## src/sv/mcef_pkg.sv

```systemverilog
package mcef_pkg;

    localparam int DEF_MAX_NODES = 16;
    localparam int DEF_MAX_MULT  = 15;
    localparam int CFG_W         = 5;
    localparam int NODE_W        = 5;
    localparam int FLOW_W        = 8;
    localparam int APB_AW        = 3;
    localparam int APB_DW        = 32;
    localparam int REG_NODE_COUNT = 0;

    typedef enum logic [1:0] {
        MODE_ADD,
        MODE_SOLVE,
        MODE_READ,
        MODE_CLEAR
    } mode_t;

    typedef enum logic [1:0] {
        KIND_ACK,
        KIND_FLOW,
        KIND_CUT,
        KIND_NONE
    } kind_t;

    typedef enum logic [4:0] {
        ST_INIT,
        ST_IDLE,
        ST_DECODE,
        ST_CLR,
        ST_ADD_RD,
        ST_ADD_AB,
        ST_ADD_BA,
        ST_BFS_INIT,
        ST_BFS_POP,
        ST_BFS_RD,
        ST_BFS_CHK,
        ST_BFS_END,
        ST_AUG_RD,
        ST_AUG_FWD,
        ST_AUG_REV,
        ST_RD_CHK,
        ST_RD_WAIT,
        ST_RESP
    } state_t;

    typedef enum logic [4:0] {
        OP_NONE,
        OP_ACCEPT,
        OP_CLR,
        OP_REFUSE,
        OP_ADD_RD,
        OP_ADD_AB,
        OP_ADD_BA,
        OP_BFS_INIT,
        OP_BFS_POP,
        OP_BFS_RD,
        OP_BFS_CHK,
        OP_AUG_START,
        OP_AUG_RD,
        OP_AUG_FWD,
        OP_AUG_REV,
        OP_FINISH,
        OP_RD_START,
        OP_RD_ISSUE,
        OP_RD_ADV,
        OP_RD_HIT,
        OP_RESP
    } dp_op_t;

    typedef struct packed {
        dp_op_t op;
        logic   take_item;
    } dp_cmd_t;

    typedef struct packed {
        mode_t mode;
        logic  item_valid;
        logic  add_bad;
        logic  mult_full;
        logic  v_last;
        logic  q_empty;
        logic  sink_seen;
        logic  pred_is_src;
        logic  clr_last;
        logic  rd_end;
        logic  rd_cand;
        logic  mult_nz;
        logic  out_free;
    } dp_status_t;

endpackage

```

## src/sv/mcef_ctrl.sv

```systemverilog
module mcef_ctrl
    import mcef_pkg::*;
(
    input  logic       clk,
    input  logic       rst_n,
    input  dp_status_t status,
    output dp_cmd_t    cmd
);

    state_t state_reg;
    state_t state_next;

    always_ff @(posedge clk or negedge rst_n)
    begin
        if (!rst_n)
        begin
            state_reg <= ST_INIT;
        end
        else
        begin
            state_reg <= state_next;
        end
    end

    always_comb
    begin
        state_next = state_reg;
        case (state_reg)
            ST_INIT:     if (status.clr_last) state_next = ST_IDLE;
            ST_IDLE:     if (status.item_valid) state_next = ST_DECODE;
            ST_DECODE:
            begin
                case (status.mode)
                    MODE_ADD:   state_next = status.add_bad ? ST_RESP : ST_ADD_RD;
                    MODE_SOLVE: state_next = ST_BFS_INIT;
                    MODE_READ:  state_next = ST_RD_CHK;
                    default:    state_next = ST_CLR;
                endcase
            end
            ST_CLR:      if (status.clr_last) state_next = ST_RESP;
            ST_ADD_RD:   state_next = ST_ADD_AB;
            ST_ADD_AB:   state_next = status.mult_full ? ST_RESP : ST_ADD_BA;
            ST_ADD_BA:   state_next = ST_RESP;
            ST_BFS_INIT: state_next = ST_BFS_POP;
            ST_BFS_POP:  state_next = ST_BFS_RD;
            ST_BFS_RD:   state_next = ST_BFS_CHK;
            ST_BFS_CHK:
            begin
                if (!status.v_last)
                    state_next = ST_BFS_RD;
                else if (status.q_empty)
                    state_next = ST_BFS_END;
                else
                    state_next = ST_BFS_POP;
            end
            ST_BFS_END:  state_next = status.sink_seen ? ST_AUG_RD : ST_RESP;
            ST_AUG_RD:   state_next = ST_AUG_FWD;
            ST_AUG_FWD:  state_next = ST_AUG_REV;
            ST_AUG_REV:  state_next = status.pred_is_src ? ST_BFS_INIT : ST_AUG_RD;
            ST_RD_CHK:
            begin
                if (status.rd_end)
                    state_next = ST_RESP;
                else if (status.rd_cand)
                    state_next = ST_RD_WAIT;
            end
            ST_RD_WAIT:  state_next = status.mult_nz ? ST_RESP : ST_RD_CHK;
            ST_RESP:     if (status.out_free) state_next = ST_IDLE;
            default:     state_next = ST_INIT;
        endcase
    end

    always_comb
    begin
        cmd.op        = OP_NONE;
        cmd.take_item = 1'b0;
        case (state_reg)
            ST_INIT:     cmd.op = OP_CLR;
            ST_IDLE:
            begin
                cmd.take_item = 1'b1;
                if (status.item_valid) cmd.op = OP_ACCEPT;
            end
            ST_DECODE:
            begin
                if (status.mode == MODE_ADD && status.add_bad)
                    cmd.op = OP_REFUSE;
                else if (status.mode == MODE_READ)
                    cmd.op = OP_RD_START;
            end
            ST_CLR:      cmd.op = OP_CLR;
            ST_ADD_RD:   cmd.op = OP_ADD_RD;
            ST_ADD_AB:   cmd.op = OP_ADD_AB;
            ST_ADD_BA:   cmd.op = OP_ADD_BA;
            ST_BFS_INIT: cmd.op = OP_BFS_INIT;
            ST_BFS_POP:  cmd.op = OP_BFS_POP;
            ST_BFS_RD:   cmd.op = OP_BFS_RD;
            ST_BFS_CHK:  cmd.op = OP_BFS_CHK;
            ST_BFS_END:  cmd.op = status.sink_seen ? OP_AUG_START : OP_FINISH;
            ST_AUG_RD:   cmd.op = OP_AUG_RD;
            ST_AUG_FWD:  cmd.op = OP_AUG_FWD;
            ST_AUG_REV:  cmd.op = OP_AUG_REV;
            ST_RD_CHK:
            begin
                if (!status.rd_end)
                    cmd.op = status.rd_cand ? OP_RD_ISSUE : OP_RD_ADV;
            end
            ST_RD_WAIT:  cmd.op = OP_RD_HIT;
            ST_RESP:     if (status.out_free) cmd.op = OP_RESP;
            default:     cmd.op = OP_NONE;
        endcase
    end

endmodule

```

## src/sv/mcef_datapath.sv

```systemverilog
module mcef_datapath
    import mcef_pkg::*;
#(
    parameter int MAX_NODES = DEF_MAX_NODES,
    parameter int MAX_MULT  = DEF_MAX_MULT
)
(
    input  logic                               clk,
    input  logic                               rst_n,
    input  dp_cmd_t                            cmd,
    output dp_status_t                         status,
    input  logic [$clog2(MAX_NODES + 1) - 1:0] n,
    input  logic                               item_valid,
    input  logic [1:0]                         mode,
    input  logic [NODE_W - 1:0]                node_a,
    input  logic [NODE_W - 1:0]                node_b,
    output logic                               result_valid,
    input  logic                               result_ready,
    output logic [1:0]                         kind,
    output logic [FLOW_W - 1:0]                flow_value,
    output logic [NODE_W - 1:0]                edge_low,
    output logic [NODE_W - 1:0]                edge_high,
    output logic                               ignored
);

    localparam int NB = (MAX_NODES > 1) ? $clog2(MAX_NODES) : 1;
    localparam int AW = 2 * NB;
    localparam int MW = $clog2(MAX_MULT + 1);
    localparam int RW = MW + 1;
    localparam int DW = MW + RW;
    localparam int DEPTH = 1 << AW;
    localparam logic [NB - 1:0] WALK_LAST = NB'(MAX_NODES - 1);

    // Each cell holds the pair's multiplicity above its residual capacity.
    logic [DW - 1:0] mem [DEPTH];
    logic [DW - 1:0] rdata_reg;
    logic [AW - 1:0] raddr;
    logic [AW - 1:0] waddr;
    logic [DW - 1:0] wdata;
    logic            wen;

    mode_t               mode_reg;
    logic [NODE_W - 1:0] a_reg;
    logic [NODE_W - 1:0] b_reg;
    kind_t               res_kind_reg;
    logic                res_ign_reg;
    logic [NODE_W - 1:0] res_lo_reg;
    logic [NODE_W - 1:0] res_hi_reg;

    logic [AW - 1:0]        clr_idx_reg;
    logic [MAX_NODES - 1:0] visited_reg;
    logic [MAX_NODES - 1:0] reach_reg;
    logic [NB - 1:0]        pred_reg [MAX_NODES];
    logic [NB - 1:0]        queue_reg [MAX_NODES];
    logic [NB:0]            head_reg;
    logic [NB:0]            tail_reg;
    logic [NB - 1:0]        u_reg;
    logic [NB - 1:0]        v_reg;
    logic [NB - 1:0]        w_reg;
    logic [FLOW_W - 1:0]    flow_reg;

    logic [NB - 1:0] cur_i_reg;
    logic [NB - 1:0] cur_j_reg;
    logic            cur_end_reg;
    logic [NB - 1:0] si_reg;
    logic [NB - 1:0] sj_reg;
    logic            send_reg;
    logic [NB - 1:0] si_next;
    logic [NB - 1:0] sj_next;
    logic            send_next;

    logic                out_valid_reg;
    kind_t               out_kind_reg;
    logic [FLOW_W - 1:0] out_flow_reg;
    logic [NODE_W - 1:0] out_lo_reg;
    logic [NODE_W - 1:0] out_hi_reg;
    logic                out_ign_reg;

    logic [NB - 1:0] last;
    logic [NB - 1:0] ia;
    logic [NB - 1:0] ib;
    logic [NB - 1:0] pw;
    logic [MW - 1:0] rd_mult;
    logic [RW - 1:0] rd_res;
    logic            mult_full;
    logic            enq_now;
    logic            add_bad;
    logic            out_free;

    assign last     = NB'(n - 1'b1);
    assign ia       = NB'(int'(a_reg) - 1);
    assign ib       = NB'(int'(b_reg) - 1);
    assign pw       = pred_reg[w_reg];
    assign rd_mult  = rdata_reg[DW - 1:RW];
    assign rd_res   = rdata_reg[RW - 1:0];
    assign mult_full = int'(rd_mult) >= MAX_MULT;
    assign enq_now  = (cmd.op == OP_BFS_CHK) && (rd_res != '0) && !visited_reg[v_reg];
    assign out_free = !out_valid_reg || result_ready;
    assign add_bad  = (a_reg == '0) || (b_reg == '0) || (int'(a_reg) > int'(n))
                   || (int'(b_reg) > int'(n)) || (a_reg == b_reg);

    always_comb
    begin
        status.mode        = mode_reg;
        status.item_valid  = item_valid;
        status.add_bad     = add_bad;
        status.mult_full   = mult_full;
        status.v_last      = (v_reg == last);
        status.q_empty     = (head_reg == tail_reg) && !enq_now;
        status.sink_seen   = visited_reg[last];
        status.pred_is_src = (pw == '0);
        status.clr_last    = &clr_idx_reg;
        status.rd_end      = send_reg;
        status.rd_cand     = (si_reg <= last) && (sj_reg <= last)
                          && !reach_reg[si_reg] && reach_reg[sj_reg];
        status.mult_nz     = (rd_mult != '0);
        status.out_free    = out_free;
    end

    // Row-major walk over the whole matrix, so the cursor keeps its place even if the
    // node count changes between a solve and the reads; pairs outside the live nodes
    // are skipped.
    always_comb
    begin
        si_next   = si_reg;
        sj_next   = sj_reg + 1'b1;
        send_next = 1'b0;
        if (sj_reg == WALK_LAST)
        begin
            sj_next = '0;
            if (si_reg == WALK_LAST)
            begin
                si_next   = si_reg;
                sj_next   = sj_reg;
                send_next = 1'b1;
            end
            else
            begin
                si_next = si_reg + 1'b1;
            end
        end
    end

    always_comb
    begin
        raddr = '0;
        waddr = '0;
        wdata = '0;
        wen   = 1'b0;
        case (cmd.op)
            OP_CLR:
            begin
                wen   = 1'b1;
                waddr = clr_idx_reg;
            end
            OP_ADD_RD: raddr = {ia, ib};
            OP_ADD_AB:
            begin
                wen   = !mult_full;
                waddr = {ia, ib};
                wdata = {rd_mult + 1'b1, rd_res + 1'b1};
                raddr = {ib, ia};
            end
            OP_ADD_BA:
            begin
                wen   = 1'b1;
                waddr = {ib, ia};
                wdata = {rd_mult + 1'b1, rd_res + 1'b1};
            end
            OP_BFS_RD: raddr = {u_reg, v_reg};
            OP_AUG_RD: raddr = {pw, w_reg};
            OP_AUG_FWD:
            begin
                wen   = 1'b1;
                waddr = {pw, w_reg};
                wdata = {rd_mult, rd_res - 1'b1};
                raddr = {w_reg, pw};
            end
            OP_AUG_REV:
            begin
                wen   = 1'b1;
                waddr = {w_reg, pw};
                wdata = {rd_mult, rd_res + 1'b1};
            end
            OP_RD_ISSUE: raddr = {sj_reg, si_reg};
            default:     raddr = '0;
        endcase
    end

    always_ff @(posedge clk)
    begin
        if (wen) mem[waddr] <= wdata;
        rdata_reg <= mem[raddr];
    end

    always_ff @(posedge clk or negedge rst_n)
    begin
        if (!rst_n)
        begin
            clr_idx_reg   <= '0;
            visited_reg   <= '0;
            reach_reg     <= '0;
            head_reg      <= '0;
            tail_reg      <= '0;
            flow_reg      <= '0;
            cur_i_reg     <= '0;
            cur_j_reg     <= '0;
            cur_end_reg   <= 1'b0;
            send_reg      <= 1'b0;
            out_valid_reg <= 1'b0;
        end
        else
        begin
            if (cmd.op == OP_RESP)
                out_valid_reg <= 1'b1;
            else if (result_ready)
                out_valid_reg <= 1'b0;
            case (cmd.op)
                OP_CLR:
                begin
                    clr_idx_reg <= clr_idx_reg + 1'b1;
                    reach_reg   <= '0;
                    flow_reg    <= '0;
                    cur_i_reg   <= '0;
                    cur_j_reg   <= '0;
                    cur_end_reg <= 1'b0;
                end
                OP_BFS_INIT:
                begin
                    visited_reg <= MAX_NODES'(1);
                    head_reg    <= '0;
                    tail_reg    <= (NB + 1)'(1);
                end
                OP_BFS_POP: head_reg <= head_reg + 1'b1;
                OP_BFS_CHK:
                begin
                    if (enq_now)
                    begin
                        visited_reg[v_reg] <= 1'b1;
                        if (int'(tail_reg) < MAX_NODES) tail_reg <= tail_reg + 1'b1;
                    end
                end
                OP_AUG_REV:
                begin
                    if (pw == '0 && flow_reg != '1) flow_reg <= flow_reg + 1'b1;
                end
                OP_FINISH:
                begin
                    reach_reg   <= visited_reg;
                    cur_i_reg   <= '0;
                    cur_j_reg   <= '0;
                    cur_end_reg <= 1'b0;
                end
                OP_RD_START: send_reg <= cur_end_reg;
                OP_RD_ADV:   send_reg <= send_next;
                OP_RD_HIT:
                begin
                    send_reg <= send_next;
                    if (rd_mult != '0)
                    begin
                        cur_i_reg   <= si_next;
                        cur_j_reg   <= sj_next;
                        cur_end_reg <= send_next;
                    end
                end
                default: ;
            endcase
        end
    end

    always_ff @(posedge clk)
    begin
        case (cmd.op)
            OP_ACCEPT:
            begin
                mode_reg     <= mode_t'(mode);
                a_reg        <= node_a;
                b_reg        <= node_b;
                res_kind_reg <= KIND_ACK;
                res_ign_reg  <= 1'b0;
                res_lo_reg   <= '0;
                res_hi_reg   <= '0;
            end
            OP_REFUSE: res_ign_reg <= 1'b1;
            OP_ADD_AB: if (mult_full) res_ign_reg <= 1'b1;
            OP_BFS_INIT: queue_reg[0] <= '0;
            OP_BFS_POP:
            begin
                u_reg <= queue_reg[head_reg[NB - 1:0]];
                v_reg <= '0;
            end
            OP_BFS_CHK:
            begin
                v_reg <= v_reg + 1'b1;
                if (enq_now)
                begin
                    pred_reg[v_reg] <= u_reg;
                    if (int'(tail_reg) < MAX_NODES) queue_reg[tail_reg[NB - 1:0]] <= v_reg;
                end
            end
            OP_AUG_START: w_reg <= last;
            OP_AUG_REV:   w_reg <= pw;
            OP_FINISH:    res_kind_reg <= KIND_FLOW;
            OP_RD_START:
            begin
                si_reg       <= cur_i_reg;
                sj_reg       <= cur_j_reg;
                res_kind_reg <= KIND_NONE;
            end
            OP_RD_ADV:
            begin
                si_reg <= si_next;
                sj_reg <= sj_next;
            end
            OP_RD_HIT:
            begin
                si_reg <= si_next;
                sj_reg <= sj_next;
                if (rd_mult != '0)
                begin
                    res_kind_reg <= KIND_CUT;
                    if (sj_reg < si_reg)
                    begin
                        res_lo_reg <= NODE_W'(int'(sj_reg) + 1);
                        res_hi_reg <= NODE_W'(int'(si_reg) + 1);
                    end
                    else
                    begin
                        res_lo_reg <= NODE_W'(int'(si_reg) + 1);
                        res_hi_reg <= NODE_W'(int'(sj_reg) + 1);
                    end
                end
            end
            OP_RESP:
            begin
                out_kind_reg <= res_kind_reg;
                out_flow_reg <= flow_reg;
                out_lo_reg   <= res_lo_reg;
                out_hi_reg   <= res_hi_reg;
                out_ign_reg  <= res_ign_reg;
            end
            default: ;
        endcase
    end

    assign result_valid = out_valid_reg;
    assign kind         = out_kind_reg;
    assign flow_value   = out_flow_reg;
    assign edge_low     = out_lo_reg;
    assign edge_high    = out_hi_reg;
    assign ignored      = out_ign_reg;

endmodule

```

## src/sv/min_cut_edge_finder_core.sv

```systemverilog
// Add edge: decode, read the pair, write both directions, then respond; a pair refused at
// decode goes straight to the result, and a full pair writes nothing. Read: the walk visits
// every pair of the full matrix and fetches each candidate pair. Solve: a search reads the
// row of each dequeued node; each unit of flow adds a search and a read and two writes per
// path edge; clear sweeps 4**NB cells. One item at a time; the next item is taken while the
// previous result waits. After reset the matrix is swept to zero as in a clear, item_ready low.
module min_cut_edge_finder_core
    import mcef_pkg::*;
#(
    parameter int MAX_NODES = DEF_MAX_NODES,
    parameter int MAX_MULT  = DEF_MAX_MULT
)
(
    input  logic                clk,
    input  logic                rst_n,
    input  logic                psel,
    input  logic                penable,
    input  logic                pwrite,
    input  logic [APB_AW - 1:0] paddr,
    input  logic [APB_DW - 1:0] pwdata,
    output logic [APB_DW - 1:0] prdata,
    output logic                pready,
    input  logic                item_valid,
    output logic                item_ready,
    input  logic [1:0]          mode,
    input  logic [NODE_W - 1:0] node_a,
    input  logic [NODE_W - 1:0] node_b,
    output logic                result_valid,
    input  logic                result_ready,
    output logic [1:0]          kind,
    output logic [FLOW_W - 1:0] flow_value,
    output logic [NODE_W - 1:0] edge_low,
    output logic [NODE_W - 1:0] edge_high,
    output logic                ignored
);

    localparam int NW = $clog2(MAX_NODES + 1);

    logic [CFG_W - 1:0] node_count_reg;
    logic [NW - 1:0]    n_eff;
    logic               reg_sel;
    dp_cmd_t            cmd;
    dp_status_t         status;

    assign pready  = 1'b1;
    assign reg_sel = (int'(paddr[APB_AW - 1:2]) == REG_NODE_COUNT);
    assign prdata  = reg_sel ? APB_DW'(node_count_reg) : '0;

    always_ff @(posedge clk or negedge rst_n)
    begin
        if (!rst_n)
        begin
            node_count_reg <= CFG_W'(16);
        end
        else if (psel && penable && pwrite && reg_sel)
        begin
            node_count_reg <= pwdata[CFG_W - 1:0];
        end
    end

    // The node count is clamped into the range the matrix supports.
    always_comb
    begin
        if (int'(node_count_reg) > MAX_NODES)
            n_eff = NW'(MAX_NODES);
        else if (node_count_reg < CFG_W'(2))
            n_eff = NW'(2);
        else
            n_eff = NW'(node_count_reg);
    end

    assign item_ready = cmd.take_item;

    mcef_ctrl u_ctrl (
        .clk    (clk),
        .rst_n  (rst_n),
        .status (status),
        .cmd    (cmd)
    );

    mcef_datapath #(
        .MAX_NODES (MAX_NODES),
        .MAX_MULT  (MAX_MULT)
    ) u_datapath (
        .clk          (clk),
        .rst_n        (rst_n),
        .cmd          (cmd),
        .status       (status),
        .n            (n_eff),
        .item_valid   (item_valid),
        .mode         (mode),
        .node_a       (node_a),
        .node_b       (node_b),
        .result_valid (result_valid),
        .result_ready (result_ready),
        .kind         (kind),
        .flow_value   (flow_value),
        .edge_low     (edge_low),
        .edge_high    (edge_high),
        .ignored      (ignored)
    );

endmodule

```

## config.mk

```make
export PLATFORM = sky130hd
export DESIGN_NAME = min_cut_edge_finder_core
export DESIGN_NICKNAME = d
export VERILOG_FILES = /design/src/sv/mcef_pkg.sv /design/src/sv/mcef_ctrl.sv /design/src/sv/mcef_datapath.sv /design/src/sv/min_cut_edge_finder_core.sv
export SDC_FILE = /design/constraint.sdc
export NUM_CORES = 2
export LEC_CHECK = 0
export BUFFER_PORTS_ARGS = -buffer_cell sky130_fd_sc_hd__buf_2
export CAP_MARGIN = 20
export CELL_PAD_IN_SITES_DETAIL_PLACEMENT = 2
export CELL_PAD_IN_SITES_GLOBAL_PLACEMENT = 2
export CORE_MARGIN = 4
export CORE_UTILIZATION = 49
export CTS_CLUSTER_DIAMETER = 30
export DETAILED_ROUTE_END_ITERATION = 8
export GPL_ROUTABILITY_DRIVEN = 0
export HOLD_SLACK_MARGIN = 0.12
export PLACE_DENSITY = 0.91
export RECOVER_POWER = 100
export SLEW_MARGIN = 20
export SYNTH_ARGS = -nofsm -noshare
export SYNTH_HDL_FRONTEND = slang
export SYNTH_SLANG_ARGS = --single-unit
```

## constraint.sdc

```tcl
create_clock -name clk -period 54.7 [get_ports clk]
set_input_delay 10.94 -clock clk [delete_from_list [all_inputs] [get_ports clk]]
set_output_delay 10.94 -clock clk [all_outputs]
set_load 0.02 [all_outputs]
```

==> reports/results.ini, run 1 <==
[status]
status=did not finish
haltStage=clock tree synthesis
error=[ERROR DPL-0033] detailed placement checks failed during check placement.

[logic_synthesis]
synth-seq-area-share=0.7291
ys_warn_count=0
async_reset_ff_frac=0.03050
syn_area_um2=106000
ys_seq_elements=2590
synth_cells=7867
synth_edf_count=2498
ys.flop_type=edfxtp_1
post_synth.cell_area_avg_um2=13.47
ys_types=91

[clocking]
cts_buffers=559
clockBufferDepth=4
clock_sinks=2590
h-tree-depth=6
root_buffer=clkbuf_16
cts.repair.resized=0
post_cts_buffers=0
cts_hold_buf=0

[die]
rows=170
die_y_um=473.0
pin_count=110
die_w_um=473.0
initial_core_util=0.4932

[place]
placed_area_um2=109100
placedCellCount=10420
port_buffers=52
post-dp-hpwl_mm=296.6

[through the flow]
stage | worst slack, ns | hold WS, ns
after detailed placement | 32.33 | 0.4071
after global placement | 32.40 | 0.4047
after floorplan | 32.52 | 0.4003
[cell usage after synthesis, drive strengths merged (8+ instances only)]
cell / number / area share
a221oi: 13 / 0.0011
o211ai: 25 / 0.0018
mux2: 20 / 0.0021
nor2b: 13 / 0.00077
a22o: 8 / 0.00066
a2111oi: 19 / 0.0016
a32o: 12 / 0.0011
a32oi: 65 / 0.0054
nand4: 58 / 0.0034
a211o: 8 / 0.00066
dfrtp: 78 / 0.018
xor2: 20 / 0.0017
ha: 43 / 0.0051
a41oi: 12 / 0.0012
or3: 12 / 0.00076
a311oi: 12 / 0.00099
xnor2: 23 / 0.0019
and3: 36 / 0.0021
edfxtp: 2498 / 0.71
nand2b: 19 / 0.0011
a21oi: 429 / 0.020
mux4: 49 / 0.010
o31ai: 10 / 0.00071
or4: 8 / 0.00057
and2: 10 / 0.00059
nor2: 471 / 0.017
inv: 36 / 0.0013
nand3b: 8 / 0.00057
nand3: 526 / 0.025
dfxtp: 13 / 0.0025
nor4: 67 / 0.0040
a211oi: 22 / 0.0016
o2111ai: 11 / 0.00091
clkbuf: 180 / 0.0064
o22ai: 111 / 0.0066
o21ai: 145 / 0.0069
nand2: 1728 / 0.061
buf: 346 / 0.017
a22oi: 44 / 0.0031
a31oi: 91 / 0.0055
nor3: 91 / 0.0044
mux2i: 372 / 0.035
[logic make-up after synthesis]
| group | after synthesis | share of synthesized area |
|---|---|---|
| and+or+nand+nor | 3072 | 0.1231 |
| DFF | 2590 | 0.7291 |
| AOI/OAI and AO/OA | 1114 | 0.06658 |
| buffers and inverters | 562 | 0.02486 |
| muxes | 441 | 0.04768 |
| adders and majority gates | 43 | 0.005078 |
| xor gates and xnor gates | 43 | 0.003554 |
| other | 2 | 0.00007088 |
==> run 2, diff against run 1 <==
Settings changed: CELL_PAD_IN_SITES_DETAIL_PLACEMENT 2 to unset, CELL_PAD_IN_SITES_GLOBAL_PLACEMENT 2 to unset, CORE_UTILIZATION 49 to 35, CTS_CLUSTER_DIAMETER 30 to unset, HOLD_SLACK_MARGIN 0.12 to unset, PLACE_DENSITY 0.91 to unset, PLACE_DENSITY_LB_ADDON set to 0.15.
==> reports/results.ini, run 2 <==
[global_route]
grt_pass1_wl_mm=506.3
grt-ovfl-total=0
grt_usage=0.2270
grt_max_degree=201
grt_pass1_vias=63760
grt_antenna_before_repair=20

[die]
die_y_um=558.2
initial_core_util=0.3526
die_w_um=558.2
rows=201
dieArea_um2=311600
pin_count=110
design.core.area_um2=300500

[logic_synthesis]
syn_area_um2=106000
synth_cells=7867
synth_area_leaders=edfxtp_1 (71%), nand2_1 (6.1%), mux2i_1 (3.5%)
ys.flop_type=edfxtp_1
synth_top_cell_area_share=0.7079
synth_edf_count=2498
async_reset_ff_frac=0.03050
post_synth.cell_area_avg_um2=13.47
synth_most_common_cell=edfxtp_1
yosys-top-cells-count=edfxtp_1 (2498), nand2_1 (1726), nand3_1 (526)
yosys.area.top_type=edfxtp_1
synth-seq-area-share=0.7291
ys_seq_elements=2590
ys_types=91
ys_warn_count=0

[clocking]
clock_sinks=2590
path_clk_slew_ns=0.05
h-tree-depth=5
cts_tree=built
clockBufferDepth=4
clk-insertion-delay-late_ns=0.91
cts_hold_buf=0
cts_buffers=292
post_cts_buffers=0
root_buffer=clkbuf_16
cts.repair.resized=0

[worst_setup_path]
startpoint=paddr[2]
crit_fanout=6
endpoint_kind=primary output
r2r_start=node_count_reg[4]
ff2ff_path_depth=21
cp-start-kind=input port
cp_data_arrival_time_ns=11.70
cp_data_required_time_ns=43.76
worstSetupPathType=in2out

[place]
post-dp-hpwl_mm=216.4
placedCellCount=11570
placed_area_um2=111000
port_buffers=52

[sta]
min_period_ns=22.64
setup_viol=0
fin_skew_ns=0.05292
drv_slew=2855
slew_headroom=-5.773
worst_slew_pin_slew_ns=10.16
holdWs_ns=0.4203
rsz0062_at_grt=false
tns_ns=0
min_period_over_period=0.4140
hold_violations=0
fmax_ghz=0.04416

[finish]
largest_reg_flops=2304
final_cell_mix=edfxtp_1 (2498), nand2_1 (1723), nand3_1 (525)
seq_area_um2=77250
nets=8012
syn2layout_area_growth_pct=12.92
drive_gt1_frac=0.08354
fillerInstances=27840
final_common_cell=edfxtp_1
fin_cells=12100
design_area_um2=119600
multi_input_area_um2=26510

[power_and_ir_drop]
p_leak_nw=38.35
powerDensity_nw_per_um2=34.09
ir_drop_uv=21.11

[worst_hold_path]
min_from=u_datapath.res_hi_reg[3]
min_path_type=reg2reg
holdPathStages=0

[routing]
ant_nets=0
drt-pass1-iter-count=6
vias=67850
drt-total-wl_mm=364.5
wl_per_cell_um=30.12
via_per_inst=5.607
drt_iter0_drc=8122
drcViolationCount=0

[status]
status=finished, violations left
violations=max-capacitance violations, max-slew violations

[run]
drv_cap=53

## run 2: cell counts after synthesis
No cell type changed its count.
## run 2: layer usage
metal  routed length (um)  GRT usage  vias to the layer above  part of all wire
met1               157500     0.3224                    34950              0.43
met4                13140    0.07294                       10             0.036
met2               164800     0.3534                     2882              0.45
met3                29090    0.04119                      561             0.080
li1                     -          -                    29440                 -
met5                   70          0                        -           0.00019
## run 2: worst max-delay path: stages
cell      delay (ns)
clkbuf_1        0.19
nor2_1          0.28
clkbuf_1        0.29
## run 2: cells by family after synthesis
| group | after synthesis | synth area share |
|---|---|---|
| buf+inv | 562 | 0.02486 |
| fa+ha+maj | 43 | 0.005078 |
| mux | 441 | 0.04768 |
| flops | 2590 | 0.7291 |
| simple gates | 3072 | 0.1231 |
| xor+xnor | 43 | 0.003554 |
| other cells | 2 | 0.00007088 |
| compound gates | 1114 | 0.06658 |
## run 2: layout make-up
type,count,share of cell area
Clock buffer,353,0.06365
Sequential cell,2590,0.6457
Tap cell,3958,0.04139
Multi-Input combinational cell,4741,0.2216
Timing Repair Buffer,254,0.01365
Inverter,36,0.001129
Clock inverter,166,0.01288
Antenna cell,4,0.00008366
## run 2: path summary, 6_finish.rpt
| path | endpoint | slack [ns] |
|---|---|---|
| hold / removal | u_datapath.edge_high[3] | 0.42 |
| setup / recovery | prdata[4] | 32.06 |
| hold reg to reg | u_datapath.edge_high[3] | 0.42 |
| min in group asynchronous | u_datapath.head_reg[1] | 10.21 |
| max in group asynchronous | u_datapath.flow_reg[0] | 40.32 |
| setup reg to reg | u_datapath.rdata_reg[2] | 36.26 |
## run 2: through the flow
stage	utilization	total power, W	setup slack, ns
after floorplan	-	0.002203	32.52
after global placement	0.3692	0.002213	32.11
after detailed placement	0.3694	0.002213	32.13
after CTS	0.3999	0.004110	32.13
after global routing	0.3981	0.004197	31.95
final	0.3981	0.004078	32.06
## run 2: report_power, final
part	internal [W]	total (W)	switching [W]
registers	0.00214	0.00214	0.00000106
clock network	0.00108	0.00191	0.000829
logic	0.00000932	0.0000277	0.0000184
(Power assumes the default switching activity.)
